==> config.mk <==
export PLATFORM = sky130hd
export DESIGN_NAME = hex_text_to_bytes_parser_core
export DESIGN_NICKNAME = d
export VERILOG_FILES = /design/src/rtl/hxb_pkg.sv /design/src/rtl/hxb_ram.sv /design/src/rtl/hxb_ctrl.sv /design/src/rtl/hxb_dpath.sv /design/src/rtl/hex_text_to_bytes_parser_core.sv
export SDC_FILE = /design/constraint.sdc
export NUM_CORES = 1
export LEC_CHECK = 0
export BUFFER_PORTS_ARGS = -buffer_cell sky130_fd_sc_hd__buf_2
export CAP_MARGIN = 30
export CORE_UTILIZATION = 41
export DETAILED_ROUTE_END_ITERATION = 12
export PLACE_DENSITY = 0.65
export SYNTH_ARGS = -nofsm -noshare
export SYNTH_HDL_FRONTEND = slang
export SYNTH_SLANG_ARGS = --single-unit
==> constraint.sdc <==
create_clock -name clock -period 12.5 [get_ports clock]
set_clock_uncertainty 0.1 [all_clocks]
set_input_delay 0 -clock clock [delete_from_list [all_inputs] [get_ports clock]]
set_output_delay 0 -clock clock [all_outputs]
set_load 0.02 [all_outputs]
==> src/rtl/hxb_pkg.sv <==
// Package for the hex text to bytes parser: shared types, codes and helper functions.
// Used by hxb_ctrl, hxb_dpath and hex_text_to_bytes_parser_core.
package hxb_pkg;

   localparam int PAT_CAP = 4;
   localparam int WIN_W   = 3;

   typedef enum logic [1:0] {
      MODE_START  = 2'd0,
      MODE_DIGITS = 2'd1,
      MODE_SKIP   = 2'd2,
      MODE_HALT   = 2'd3
   } mode_type;

   typedef enum logic [2:0] {
      REG_PREFIX_CHARS = 3'd0,
      REG_PREFIX_LEN   = 3'd1,
      REG_SUFFIX_CHARS = 3'd2,
      REG_SUFFIX_LEN   = 3'd3,
      REG_SEP_CHARS    = 3'd4,
      REG_SEP_LEN      = 3'd5,
      REG_ALIGN_LEFT   = 3'd6,
      REG_UNUSED       = 3'd7
   } reg_index_type;

   typedef enum logic [2:0] {
      ST_IDLE = 3'd0,
      ST_STEP = 3'd1,
      ST_FIN  = 3'd2,
      ST_EHI  = 3'd3,
      ST_ELO  = 3'd4,
      ST_EPUT = 3'd5
   } state_type;

   typedef struct packed {
      logic accept;
      logic step;
      logic fin;
      logic emit_hi;
      logic emit_lo;
      logic emit_put;
      logic emit_done;
   } cmd_type;

   typedef struct packed {
      logic brk;
      logic emit_req;
      logic fin_emit;
      logic emit_over;
      logic out_free;
      logic eot;
   } status_type;

   function automatic logic [WIN_W-1:0] eff_len(input logic [2:0] n);
      eff_len = (n > 3'(PAT_CAP)) ? WIN_W'(PAT_CAP) : n;
   endfunction

   function automatic logic is_space(input logic [7:0] c);
      is_space = (c == 8'h20) || (c == 8'h09) || (c == 8'h0D) || (c == 8'h0A);
   endfunction

   // bit 4 flags a valid digit
   function automatic logic [4:0] hex_value(input logic [7:0] c);
      if (c >= 8'h30 && c <= 8'h39) begin
         hex_value = {1'b1, 4'(c - 8'h30)};
      end else if (c >= 8'h41 && c <= 8'h46) begin
         hex_value = {1'b1, 4'(c - 8'h37)};
      end else if (c >= 8'h61 && c <= 8'h66) begin
         hex_value = {1'b1, 4'(c - 8'h57)};
      end else begin
         hex_value = 5'd0;
      end
   endfunction

   function automatic logic win_match(input logic [PAT_CAP-1:0][7:0] win,
                                      input logic [WIN_W-1:0] fill,
                                      input logic [31:0] chars,
                                      input logic [WIN_W-1:0] n);
      logic ok;
      ok = (fill >= n);
      for (int k = 0; k < PAT_CAP; k++) begin
         if (WIN_W'(k) < n && win[k] != chars[8*k +: 8]) begin
            ok = 1'b0;
         end
      end
      win_match = ok;
   endfunction

endpackage

==> src/rtl/hxb_ram.sv <==
// Generic single-port-write, single-port-read RAM with registered read data.
// No dependencies.
module hxb_ram #(
   parameter int WIDTH = 4,
   parameter int DEPTH = 64
) (
   input  logic                     clock,
   input  logic                     wr_en,
   input  logic [$clog2(DEPTH)-1:0] wr_addr,
   input  logic [WIDTH-1:0]         wr_data,
   input  logic [$clog2(DEPTH)-1:0] rd_addr,
   output logic [WIDTH-1:0]         rd_data
);

   logic [WIDTH-1:0] mem_ff [DEPTH];
   logic [WIDTH-1:0] rd_data_ff;

   always_ff @(posedge clock) begin
      if (wr_en) begin
         mem_ff[wr_addr] <= wr_data;
      end
      rd_data_ff <= mem_ff[rd_addr];
   end

   assign rd_data = rd_data_ff;

endmodule

==> src/rtl/hxb_ctrl.sv <==
// Sequencing state machine: accepts characters, steps the scanner, drains tokens.
// Depends on hxb_pkg.
module hxb_ctrl (
   input  logic               clock,
   input  logic               reset,
   input  logic               req_tvalid,
   output logic               req_tready,
   input  hxb_pkg::status_type sts,
   output hxb_pkg::cmd_type    cmd
);

   hxb_pkg::state_type state_ff, state_in;
   logic               ret_ff, ret_in;

   always_ff @(posedge clock) begin
      if (reset) begin
         state_ff <= hxb_pkg::ST_IDLE;
         ret_ff   <= 1'b0;
      end else begin
         state_ff <= state_in;
         ret_ff   <= ret_in;
      end
   end

   always_comb begin
      state_in = state_ff;
      ret_in   = ret_ff;
      case (state_ff)
         hxb_pkg::ST_IDLE: begin
            if (req_tvalid) state_in = hxb_pkg::ST_STEP;
         end
         hxb_pkg::ST_STEP: begin
            if (sts.emit_req) begin
               state_in = hxb_pkg::ST_EHI;
               ret_in   = 1'b1;
            end else if (sts.brk) begin
               state_in = sts.eot ? hxb_pkg::ST_FIN : hxb_pkg::ST_IDLE;
            end
         end
         hxb_pkg::ST_FIN: begin
            if (sts.fin_emit) begin
               state_in = hxb_pkg::ST_EHI;
               ret_in   = 1'b0;
            end else begin
               state_in = hxb_pkg::ST_IDLE;
            end
         end
         hxb_pkg::ST_EHI: begin
            if (sts.emit_over) begin
               state_in = ret_ff ? hxb_pkg::ST_STEP : hxb_pkg::ST_IDLE;
            end else begin
               state_in = hxb_pkg::ST_ELO;
            end
         end
         hxb_pkg::ST_ELO: state_in = hxb_pkg::ST_EPUT;
         hxb_pkg::ST_EPUT: begin
            if (sts.out_free) state_in = hxb_pkg::ST_EHI;
         end
         default: state_in = hxb_pkg::ST_IDLE;
      endcase
   end

   always_comb begin
      cmd        = '0;
      req_tready = 1'b0;
      case (state_ff)
         hxb_pkg::ST_IDLE: begin
            req_tready = 1'b1;
            cmd.accept = req_tvalid;
         end
         hxb_pkg::ST_STEP: cmd.step = 1'b1;
         hxb_pkg::ST_FIN:  cmd.fin = 1'b1;
         hxb_pkg::ST_EHI: begin
            cmd.emit_done = sts.emit_over;
            cmd.emit_hi   = !sts.emit_over;
         end
         hxb_pkg::ST_ELO:  cmd.emit_lo = 1'b1;
         hxb_pkg::ST_EPUT: cmd.emit_put = sts.out_free;
         default: cmd = '0;
      endcase
   end

endmodule

==> src/rtl/hxb_dpath.sv <==
// Datapath: config registers, lookahead window, scan mode, digit store and output register.
// Depends on hxb_pkg and hxb_ram.
module hxb_dpath #(
   parameter int MAX_TOKEN_DIGITS = 64
) (
   input  logic               clock,
   input  logic               reset,
   input  logic [7:0]         req_tdata,
   input  logic               req_tlast,
   input  logic               csr_valid,
   input  logic [2:0]         csr_index,
   input  logic [31:0]        csr_data,
   output logic [7:0]         rsp_tdata,
   output logic               rsp_tlast,
   output logic               rsp_tuser,
   output logic               rsp_tvalid,
   input  logic               rsp_tready,
   input  hxb_pkg::cmd_type    cmd,
   output hxb_pkg::status_type sts
);

   localparam int AW = $clog2(MAX_TOKEN_DIGITS);
   localparam int CW = $clog2(MAX_TOKEN_DIGITS + 1);
   localparam int PW = $clog2(MAX_TOKEN_DIGITS + 2);
   localparam int XW = CW + 2;
   localparam int WW = hxb_pkg::WIN_W;
   localparam int PC = hxb_pkg::PAT_CAP;

   logic [31:0] prefix_chars_ff, suffix_chars_ff, sep_chars_ff;
   logic [2:0]  prefix_len_ff, suffix_len_ff, sep_len_ff;
   logic        align_left_ff;

   logic [PC-1:0][7:0] win_ff, win_in;
   logic [WW-1:0]      fill_ff, fill_in;
   hxb_pkg::mode_type   mode_ff, mode_in;
   logic               eot_ff;
   logic [CW-1:0]      count_ff, count_in;
   logic               ovf_ff, ovf_in;
   logic [PW-1:0]      pos_ff, pos_in;
   logic               zflag_ff;
   logic [3:0]         hi_ff;
   logic [7:0]         out_byte_ff;
   logic               out_last_ff, out_drop_ff, out_valid_ff;

   logic [WW-1:0] sep, pre, suf, need, kcon;
   logic          sep_m, pre_m, suf_m, skip_nosuf, brk, emit_req;
   logic [4:0]    hv;
   logic          wr_en;
   logic [AW-1:0] rd_addr;
   logic [3:0]    rd_data;
   logic          pad;
   logic [XW-1:0] nb, addr_x;
   logic          zflag;
   logic [3:0]    lo_nib;

   always_ff @(posedge clock) begin
      if (reset) begin
         prefix_chars_ff <= '0;
         suffix_chars_ff <= '0;
         sep_chars_ff    <= '0;
         prefix_len_ff   <= '0;
         suffix_len_ff   <= '0;
         sep_len_ff      <= '0;
         align_left_ff   <= 1'b0;
      end else if (csr_valid) begin
         case (hxb_pkg::reg_index_type'(csr_index))
            hxb_pkg::REG_PREFIX_CHARS: prefix_chars_ff <= csr_data;
            hxb_pkg::REG_PREFIX_LEN:   prefix_len_ff   <= csr_data[2:0];
            hxb_pkg::REG_SUFFIX_CHARS: suffix_chars_ff <= csr_data;
            hxb_pkg::REG_SUFFIX_LEN:   suffix_len_ff   <= csr_data[2:0];
            hxb_pkg::REG_SEP_CHARS:    sep_chars_ff    <= csr_data;
            hxb_pkg::REG_SEP_LEN:      sep_len_ff      <= csr_data[2:0];
            hxb_pkg::REG_ALIGN_LEFT:   align_left_ff   <= csr_data[0];
            default: ;
         endcase
      end
   end

   assign sep   = hxb_pkg::eff_len(sep_len_ff);
   assign pre   = hxb_pkg::eff_len(prefix_len_ff);
   assign suf   = hxb_pkg::eff_len(suffix_len_ff);
   assign sep_m = (sep != '0) && hxb_pkg::win_match(win_ff, fill_ff, sep_chars_ff, sep);
   assign pre_m = hxb_pkg::win_match(win_ff, fill_ff, prefix_chars_ff, pre);
   assign suf_m = (suf != '0) && hxb_pkg::win_match(win_ff, fill_ff, suffix_chars_ff, suf);
   assign hv    = hxb_pkg::hex_value(win_ff[0]);
   assign skip_nosuf = (mode_ff == hxb_pkg::MODE_SKIP) && (suf == '0);

   always_comb begin
      need = WW'(1);
      if (mode_ff == hxb_pkg::MODE_START) begin
         if (sep > need) need = sep;
         if (pre > need) need = pre;
      end else if (mode_ff != hxb_pkg::MODE_HALT && suf > need) begin
         need = suf;
      end
   end

   assign brk = !skip_nosuf && ((fill_ff == '0) || (fill_ff < need && !eot_ff));

   // one scan decision per step
   always_comb begin
      kcon     = '0;
      mode_in  = mode_ff;
      emit_req = 1'b0;
      wr_en    = 1'b0;
      count_in = count_ff;
      ovf_in   = ovf_ff;
      if (cmd.step) begin
         if (skip_nosuf) begin
            emit_req = 1'b1;
            mode_in  = hxb_pkg::MODE_START;
         end else if (!brk) begin
            case (mode_ff)
               hxb_pkg::MODE_START: begin
                  if (sep_m) begin
                     kcon = sep;
                  end else if (hxb_pkg::is_space(win_ff[0])) begin
                     kcon = WW'(1);
                  end else if (pre != '0) begin
                     if (pre_m) begin
                        kcon     = pre;
                        count_in = '0;
                        ovf_in   = 1'b0;
                        mode_in  = hxb_pkg::MODE_DIGITS;
                     end else begin
                        mode_in = hxb_pkg::MODE_HALT;
                     end
                  end else begin
                     count_in = '0;
                     ovf_in   = 1'b0;
                     mode_in  = hxb_pkg::MODE_DIGITS;
                  end
               end
               hxb_pkg::MODE_DIGITS: begin
                  if (suf_m) begin
                     kcon     = suf;
                     emit_req = 1'b1;
                     mode_in  = hxb_pkg::MODE_START;
                  end else begin
                     kcon = WW'(1);
                     if (hv[4]) begin
                        if (count_ff < CW'(MAX_TOKEN_DIGITS)) begin
                           wr_en    = 1'b1;
                           count_in = count_ff + CW'(1);
                        end else begin
                           ovf_in = 1'b1;
                        end
                     end else if (suf != '0) begin
                        mode_in = hxb_pkg::MODE_SKIP;
                     end else begin
                        emit_req = 1'b1;
                        mode_in  = hxb_pkg::MODE_START;
                     end
                  end
               end
               hxb_pkg::MODE_SKIP: begin
                  if (suf_m) begin
                     kcon     = suf;
                     emit_req = 1'b1;
                     mode_in  = hxb_pkg::MODE_START;
                  end else begin
                     kcon = WW'(1);
                  end
               end
               default: kcon = fill_ff;
            endcase
         end
      end else if (cmd.fin) begin
         mode_in = hxb_pkg::MODE_START;
         if (!sts.fin_emit) begin
            count_in = '0;
            ovf_in   = 1'b0;
         end
      end else if (cmd.emit_done) begin
         count_in = '0;
         ovf_in   = 1'b0;
      end
   end

   always_comb begin
      win_in  = win_ff;
      fill_in = fill_ff;
      if (cmd.accept) begin
         win_in[fill_ff[$clog2(PC)-1:0]] = req_tdata;
         fill_in = fill_ff + WW'(1);
      end else if (cmd.fin) begin
         win_in  = '0;
         fill_in = '0;
      end else if (kcon != '0) begin
         for (int i = 0; i < PC; i++) begin
            win_in[i] = (WW'(i) + kcon < WW'(PC)) ? win_ff[i + int'(kcon)] : 8'h00;
         end
         fill_in = fill_ff - kcon;
      end
   end

   // nibble readout
   assign pad    = count_ff[0] && !align_left_ff;
   assign nb     = (XW'(count_ff) + XW'(1)) >> 1;
   assign addr_x = pad ? XW'(pos_ff) - XW'(1) : XW'(pos_ff);
   assign zflag  = (pad && pos_ff == '0) || (addr_x >= XW'(count_ff));
   assign rd_addr = addr_x[AW-1:0];
   assign lo_nib = zflag_ff ? 4'h0 : rd_data;

   always_comb begin
      pos_in = pos_ff;
      if (cmd.step || cmd.fin) begin
         pos_in = '0;
      end else if (cmd.emit_hi || cmd.emit_put) begin
         pos_in = pos_ff + PW'(1);
      end
   end

   hxb_ram #(.WIDTH(4), .DEPTH(MAX_TOKEN_DIGITS)) u_store (
      .clock   (clock),
      .wr_en   (wr_en),
      .wr_addr (count_ff[AW-1:0]),
      .wr_data (hv[3:0]),
      .rd_addr (rd_addr),
      .rd_data (rd_data)
   );

   always_ff @(posedge clock) begin
      if (reset) begin
         win_ff       <= '0;
         fill_ff      <= '0;
         mode_ff      <= hxb_pkg::MODE_START;
         eot_ff       <= 1'b0;
         count_ff     <= '0;
         ovf_ff       <= 1'b0;
         pos_ff       <= '0;
         out_valid_ff <= 1'b0;
      end else begin
         win_ff   <= win_in;
         fill_ff  <= fill_in;
         mode_ff  <= mode_in;
         count_ff <= count_in;
         ovf_ff   <= ovf_in;
         pos_ff   <= pos_in;
         if (cmd.accept) eot_ff <= req_tlast;
         if (cmd.emit_put) begin
            out_valid_ff <= 1'b1;
         end else if (rsp_tready) begin
            out_valid_ff <= 1'b0;
         end
      end
   end

   always_ff @(posedge clock) begin
      zflag_ff <= zflag;
      if (cmd.emit_lo) hi_ff <= lo_nib;
      if (cmd.emit_put) begin
         out_byte_ff <= {hi_ff, lo_nib};
         out_last_ff <= (XW'(pos_ff >> 1) + XW'(1) == nb);
         out_drop_ff <= ovf_ff;
      end
   end

   assign sts.brk       = brk;
   assign sts.emit_req  = emit_req;
   assign sts.fin_emit  = (mode_ff == hxb_pkg::MODE_DIGITS) && (suf == '0);
   assign sts.emit_over = (XW'(pos_ff) >= (nb << 1));
   assign sts.out_free  = !out_valid_ff || rsp_tready;
   assign sts.eot       = eot_ff;

   assign rsp_tdata  = out_byte_ff;
   assign rsp_tlast  = out_last_ff;
   assign rsp_tuser  = out_drop_ff;
   assign rsp_tvalid = out_valid_ff;

endmodule

==> src/rtl/hex_text_to_bytes_parser_core.sv <==
// Top level of the hex text to bytes parser: controller plus datapath.
// Depends on hxb_pkg, hxb_ctrl, hxb_dpath and hxb_ram.
//
//   channel | direction | tdata          | tlast          | tuser
//   req     | in        | text_char      | end_of_text    | -
//   rsp     | out       | out_byte       | token_end      | digits_dropped
//   csr     | in        | csr_index 0..6 selects the register, csr_data the value
//
// A character takes an accept in ST_IDLE, then ST_STEP for each scan decision and for the
// step that stops the scan; a window of up to 4 held characters allows up to 8
// decisions. The last character of a text adds a pass through ST_FIN.
// A token drains byte by byte through ST_EHI, ST_ELO and ST_EPUT, using the single
// read port of the digit store; a full rsp side holds the drain. Reset is synchronous
// and needs no clearing pass. The csr channel is always ready.
module hex_text_to_bytes_parser_core #(
   parameter int MAX_TOKEN_DIGITS = 64
) (
   input  logic        clock,
   input  logic        reset,
   input  logic        req_tvalid,
   output logic        req_tready,
   input  logic [7:0]  req_tdata,   // text_char
   input  logic        req_tlast,
   output logic        rsp_tvalid,
   input  logic        rsp_tready,
   output logic [7:0]  rsp_tdata,   // out_byte
   output logic        rsp_tlast,
   output logic        rsp_tuser,   // digits_dropped
   input  logic        csr_valid,
   output logic        csr_ready,
   input  logic [2:0]  csr_index,
   input  logic [31:0] csr_data
);

   hxb_pkg::cmd_type    cmd;
   hxb_pkg::status_type sts;

   assign csr_ready = 1'b1;

   hxb_ctrl u_ctrl (
      .clock      (clock),
      .reset      (reset),
      .req_tvalid (req_tvalid),
      .req_tready (req_tready),
      .sts        (sts),
      .cmd        (cmd)
   );

   hxb_dpath #(.MAX_TOKEN_DIGITS(MAX_TOKEN_DIGITS)) u_dpath (
      .clock      (clock),
      .reset      (reset),
      .req_tdata  (req_tdata),
      .req_tlast  (req_tlast),
      .csr_valid  (csr_valid),
      .csr_index  (csr_index),
      .csr_data   (csr_data),
      .rsp_tdata  (rsp_tdata),
      .rsp_tlast  (rsp_tlast),
      .rsp_tuser  (rsp_tuser),
      .rsp_tvalid (rsp_tvalid),
      .rsp_tready (rsp_tready),
      .cmd        (cmd),
      .sts        (sts)
   );

endmodule

==> summary.txt <==
Yosys
  • Post-Syn Nets: 1,897
  • Top FF cell, synth: edfxtp_1
  • Avg Inst Size Synth: approximately 12 sq um
  • Yosys reg bits: 439
  • Mapped Cells: 1,796
  • Seq/Total Area, Yosys: 0.548
  • Post-synth EDFFs: 270
  • Post-synth cell types: 80
  • Synth warnings: 0
  • Async SR Flop Fraction: 0
  • Mapped Area: ~0.021 sq mm

Clock tree
  • H-tree Lvls: 2
  • Clk_lat worst skew: 0.58 ns
  • CTS tree: built
  • # clock sinks: 439
  • Num CTS Buffers: 44
  • Post-CTS Setup Inserts: 0
  • Cts hold-fix bufs: 56
  • Clock transition at path regs: 0.06 ns
  • CTS Root Cell: clkbuf_16
  • Clock Path Buffers: 3
  • Post_cts resized: 0

Critical path
  • R2R Path Start: u_dpath.prefix_len_ff[2]
  • Crit path DAT: about 6.3 ns
  • Reg2reg path depth: 21
  • Critical Path RT: 12.87 ns
  • Crit end category: flip-flop
  • Kind of critical path: reg -> reg
  • Reg-to-Reg End: u_dpath.win_ff[12]
  • Reg2reg setup slack: 6.53 ns
  • CP Launch Type: flip-flop
  • CP Max Fanout: 35

Final layout
  • # fillers: 4,481
  • # diodes: 0
  • Fin cells: 2,558
  • Nets: 1,952
  • Finished Cell Area: between 0.02 and 0.025 sq mm
  • Area Growth Syn to Fin: 13.7%
  • Share of cells above drive strength 1: 0.156
  • Util after Layout: 0.474

Drt
  • Vias per cell: 5.62
  • Drt drc: 0
  • Iter 0 DRT Violations: 1,248
  • 1st-pass router iterations: 7
  • Wirelength, routed: 51,500 um
  • Via count: 14,400
  • WL per Instance: 20.1 um
  • Post-route ant nets: 0

Placed design
  • Pre-CTS setup slack: 6.62 ns
  • Area after DPL: 0.0218 sq mm
  • GPL Wtd Cong: 0.879
  • Hpwl dp: 34,400 um
  • Port bufs: 60
  • Placed insts: 2,420

Timing
  • Worst Max-Slew Pin Slew: 0.991 ns
  • Fmax: 0.167 GHz
  • Rel. slew slack: 0.333
  • Final cycle utilization of the critical path: 0.478
  • Finish-stage setup viols: 0
  • Post-route setup TNS: 0 ns
  • Max Slew Vio Count: 0
  • Unrepaired setup endpoints after global routing: false
  • Post-route setup slack: approximately 6.5 ns
  • Final hold viol count: 0
  • Worst hold slack: 0.136 ns
  • Minimum clock period: 5.97 ns

Floorplan
  • Chip Width: 228 um
  • Core Area: 0.0503 sq mm
  • Full die area: 0.0521 sq mm
  • Die H: between 200 and 250 um
  • Starting Density: 0.417
  • Rows: 82
  • IO Count: 62

Global route
  • Initial antenna violation count: 0
  • Vias in the first global route: roughly 14,000
  • First-pass GRT wire length: 80,500 um
  • Grt total ovfl: 0
  • Total Routing Usage GR: 0.196
  • Largest net degree at the start of global routing: 97

Pwr
  • PD cells: 135 mW/mm^2
  • Static Leak: 8.53 nW
  • Overall Power: 3.23 mW
  • Peak VDD IR: just under 0.09 mV

Run status
  • Status: complete, no violations

Worst hold path
  • Hold EP: u_dpath.sep_chars_ff[29]
  • Hold path depth: 4
  • Worst hold path startpoint: csr_data[29]
  • Worst min path class: in -> reg

Flow run
  • MaxCap Viol Count: 0
-- placed cells by master (no fill, tap or decap), drive strengths merged, types with 56 or more instances in the layout --
cell and count:
buf 83, nor2 147, xnor2 59, dfxtp 169, dlygate4sd3 56, edfxtp 270, a21oi 147, xor2 68
mux4 80, nand2 270
-- per-layer routing --
layer / share of wire / global-route usage / wire [um]
met3: 0.082 / 0.0386 / 4200
met1: 0.44 / 0.281 / 22800
met4: 0.024 / 0.0594 / 1210
met2: 0.45 / 0.300 / 23300
met5: 0 / 0 / 0
-- state kept, by name, summed over array words and instances, names as in the netlist --
signal,cells
u_dpath.u_store.mem_ff,256
u_dpath.prefix_chars_ff,32
u_dpath.sep_chars_ff,32
u_dpath.suffix_chars_ff,32
u_dpath.win_ff,32
u_dpath.rsp_tdata,8
u_dpath.count_ff,7
u_dpath.pos_ff,7
u_dpath.hi_ff,4
u_dpath.u_store.rd_data,4
u_ctrl.state_ff,3
u_dpath.fill_ff,3
u_dpath.prefix_len_ff,3
u_dpath.sep_len_ff,3
u_dpath.suffix_len_ff,3
u_dpath.mode_ff,2
u_ctrl.ret_ff,1
u_dpath.align_left_ff,1
u_dpath.eot_ff,1
u_dpath.ovf_ff,1
u_dpath.rsp_tlast,1
u_dpath.rsp_tuser,1
u_dpath.rsp_tvalid,1
u_dpath.zflag_ff,1
-- worst max-delay path, cell delays in order (launching register included) --
cell and delay, ns:
dfxtp_1 0.48, inv_1 0.15, nand2_1 0.16, inv_1 0.06
ha_1 0.27, nor2b_1 0.13, o21ai_0 0.29, a21o_1 0.21
mux2i_1 0.19, a21oi_1 0.09, ha_1 0.30, o21ai_0 0.08
a22oi_1 0.23, nand2_1 0.10, or2_1 0.30, a21oi_1 0.16
o31a_2 0.81, inv_1 0.16, ha_1 0.60, nor2b_1 0.55
a31oi_1 0.16, a311oi_1 0.28
-- final cells by class --
type / instances / area (sq um) / area share
clock buffer: 51 / 1140 / 0.0477
clock inverter: 30 / 333 / 0.0140
inverter: 42 / 158 / 0.00661
multi-input combinational: 1185 / 8790 / 0.369
sequential: 439 / 11500 / 0.482
tap: 672 / 841 / 0.0353
timing repair buffer: 139 / 1090 / 0.0459
-- synthesized netlist by cell type (7+ instances only) --
library cell / number / share of area
a211oi_1: 8 / 0.0029
a21oi_1: 147 / 0.035
a311oi_1: 22 / 0.0092
a31oi_1: 16 / 0.0048
and3_1: 19 / 0.0057
buf_2: 25 / 0.0060
buf_6: 10 / 0.0054
clkbuf_1: 88 / 0.016
dfxtp_1: 169 / 0.16
edfxtp_1: 270 / 0.39
ha_1: 51 / 0.030
inv_1: 39 / 0.0070
mux2_2: 27 / 0.014
mux2_4: 10 / 0.0072
mux2i_1: 20 / 0.0095
mux4_2: 80 / 0.086
nand2_1: 269 / 0.048
nand2b_1: 15 / 0.0045
nand3_1: 27 / 0.0064
nand4_1: 19 / 0.0057
nor2_1: 146 / 0.026
nor2b_1: 17 / 0.0051
nor3_1: 14 / 0.0033
nor4_1: 19 / 0.0057
o21a_1: 7 / 0.0025
o21ai_0: 26 / 0.0062
o2bb2ai_1: 8 / 0.0033
xnor2_1: 59 / 0.025
xor2_1: 67 / 0.028
-- logic make-up (layout without fill, tap and decap cells) --
family	Yosys count	count (layout)	synth area share
simple gates	577	577	0.123
flops	439	439	0.548
compound gates	289	289	0.0893
buf+inv	172	262	0.0366
mux	139	139	0.118
xor+xnor	127	127	0.0534
fa+ha+maj	52	52	0.0314
other cells	1	1	0.000179
-- power by group --
part           switching [mW]  internal (mW)  leakage (nW)  total (mW)
logic                   0.164          0.111          3.84       0.275
clock network           0.575          0.765         0.701        1.34
registers              0.0533           1.56          3.99        1.61
total                   0.793           2.44          8.53        3.23
-- worst max path at each step --
stage,start,endpoint,slack [ns],cells past startpoint
after floorplan,u_dpath.sep_len_ff[2],u_dpath.win_ff[31],7.55,25
after global placement,u_dpath.prefix_len_ff[2],u_dpath.win_ff[12],6.81,21
after detailed placement,u_dpath.prefix_len_ff[2],u_dpath.win_ff[12],6.62,21
after CTS,u_dpath.prefix_len_ff[2],u_dpath.win_ff[12],6.61,21
after global routing,u_dpath.prefix_len_ff[2],u_dpath.win_ff[13],5.96,21
final,u_dpath.prefix_len_ff[2],u_dpath.win_ff[12],6.53,21
Note: power is estimated with default switching activity, not from simulation.
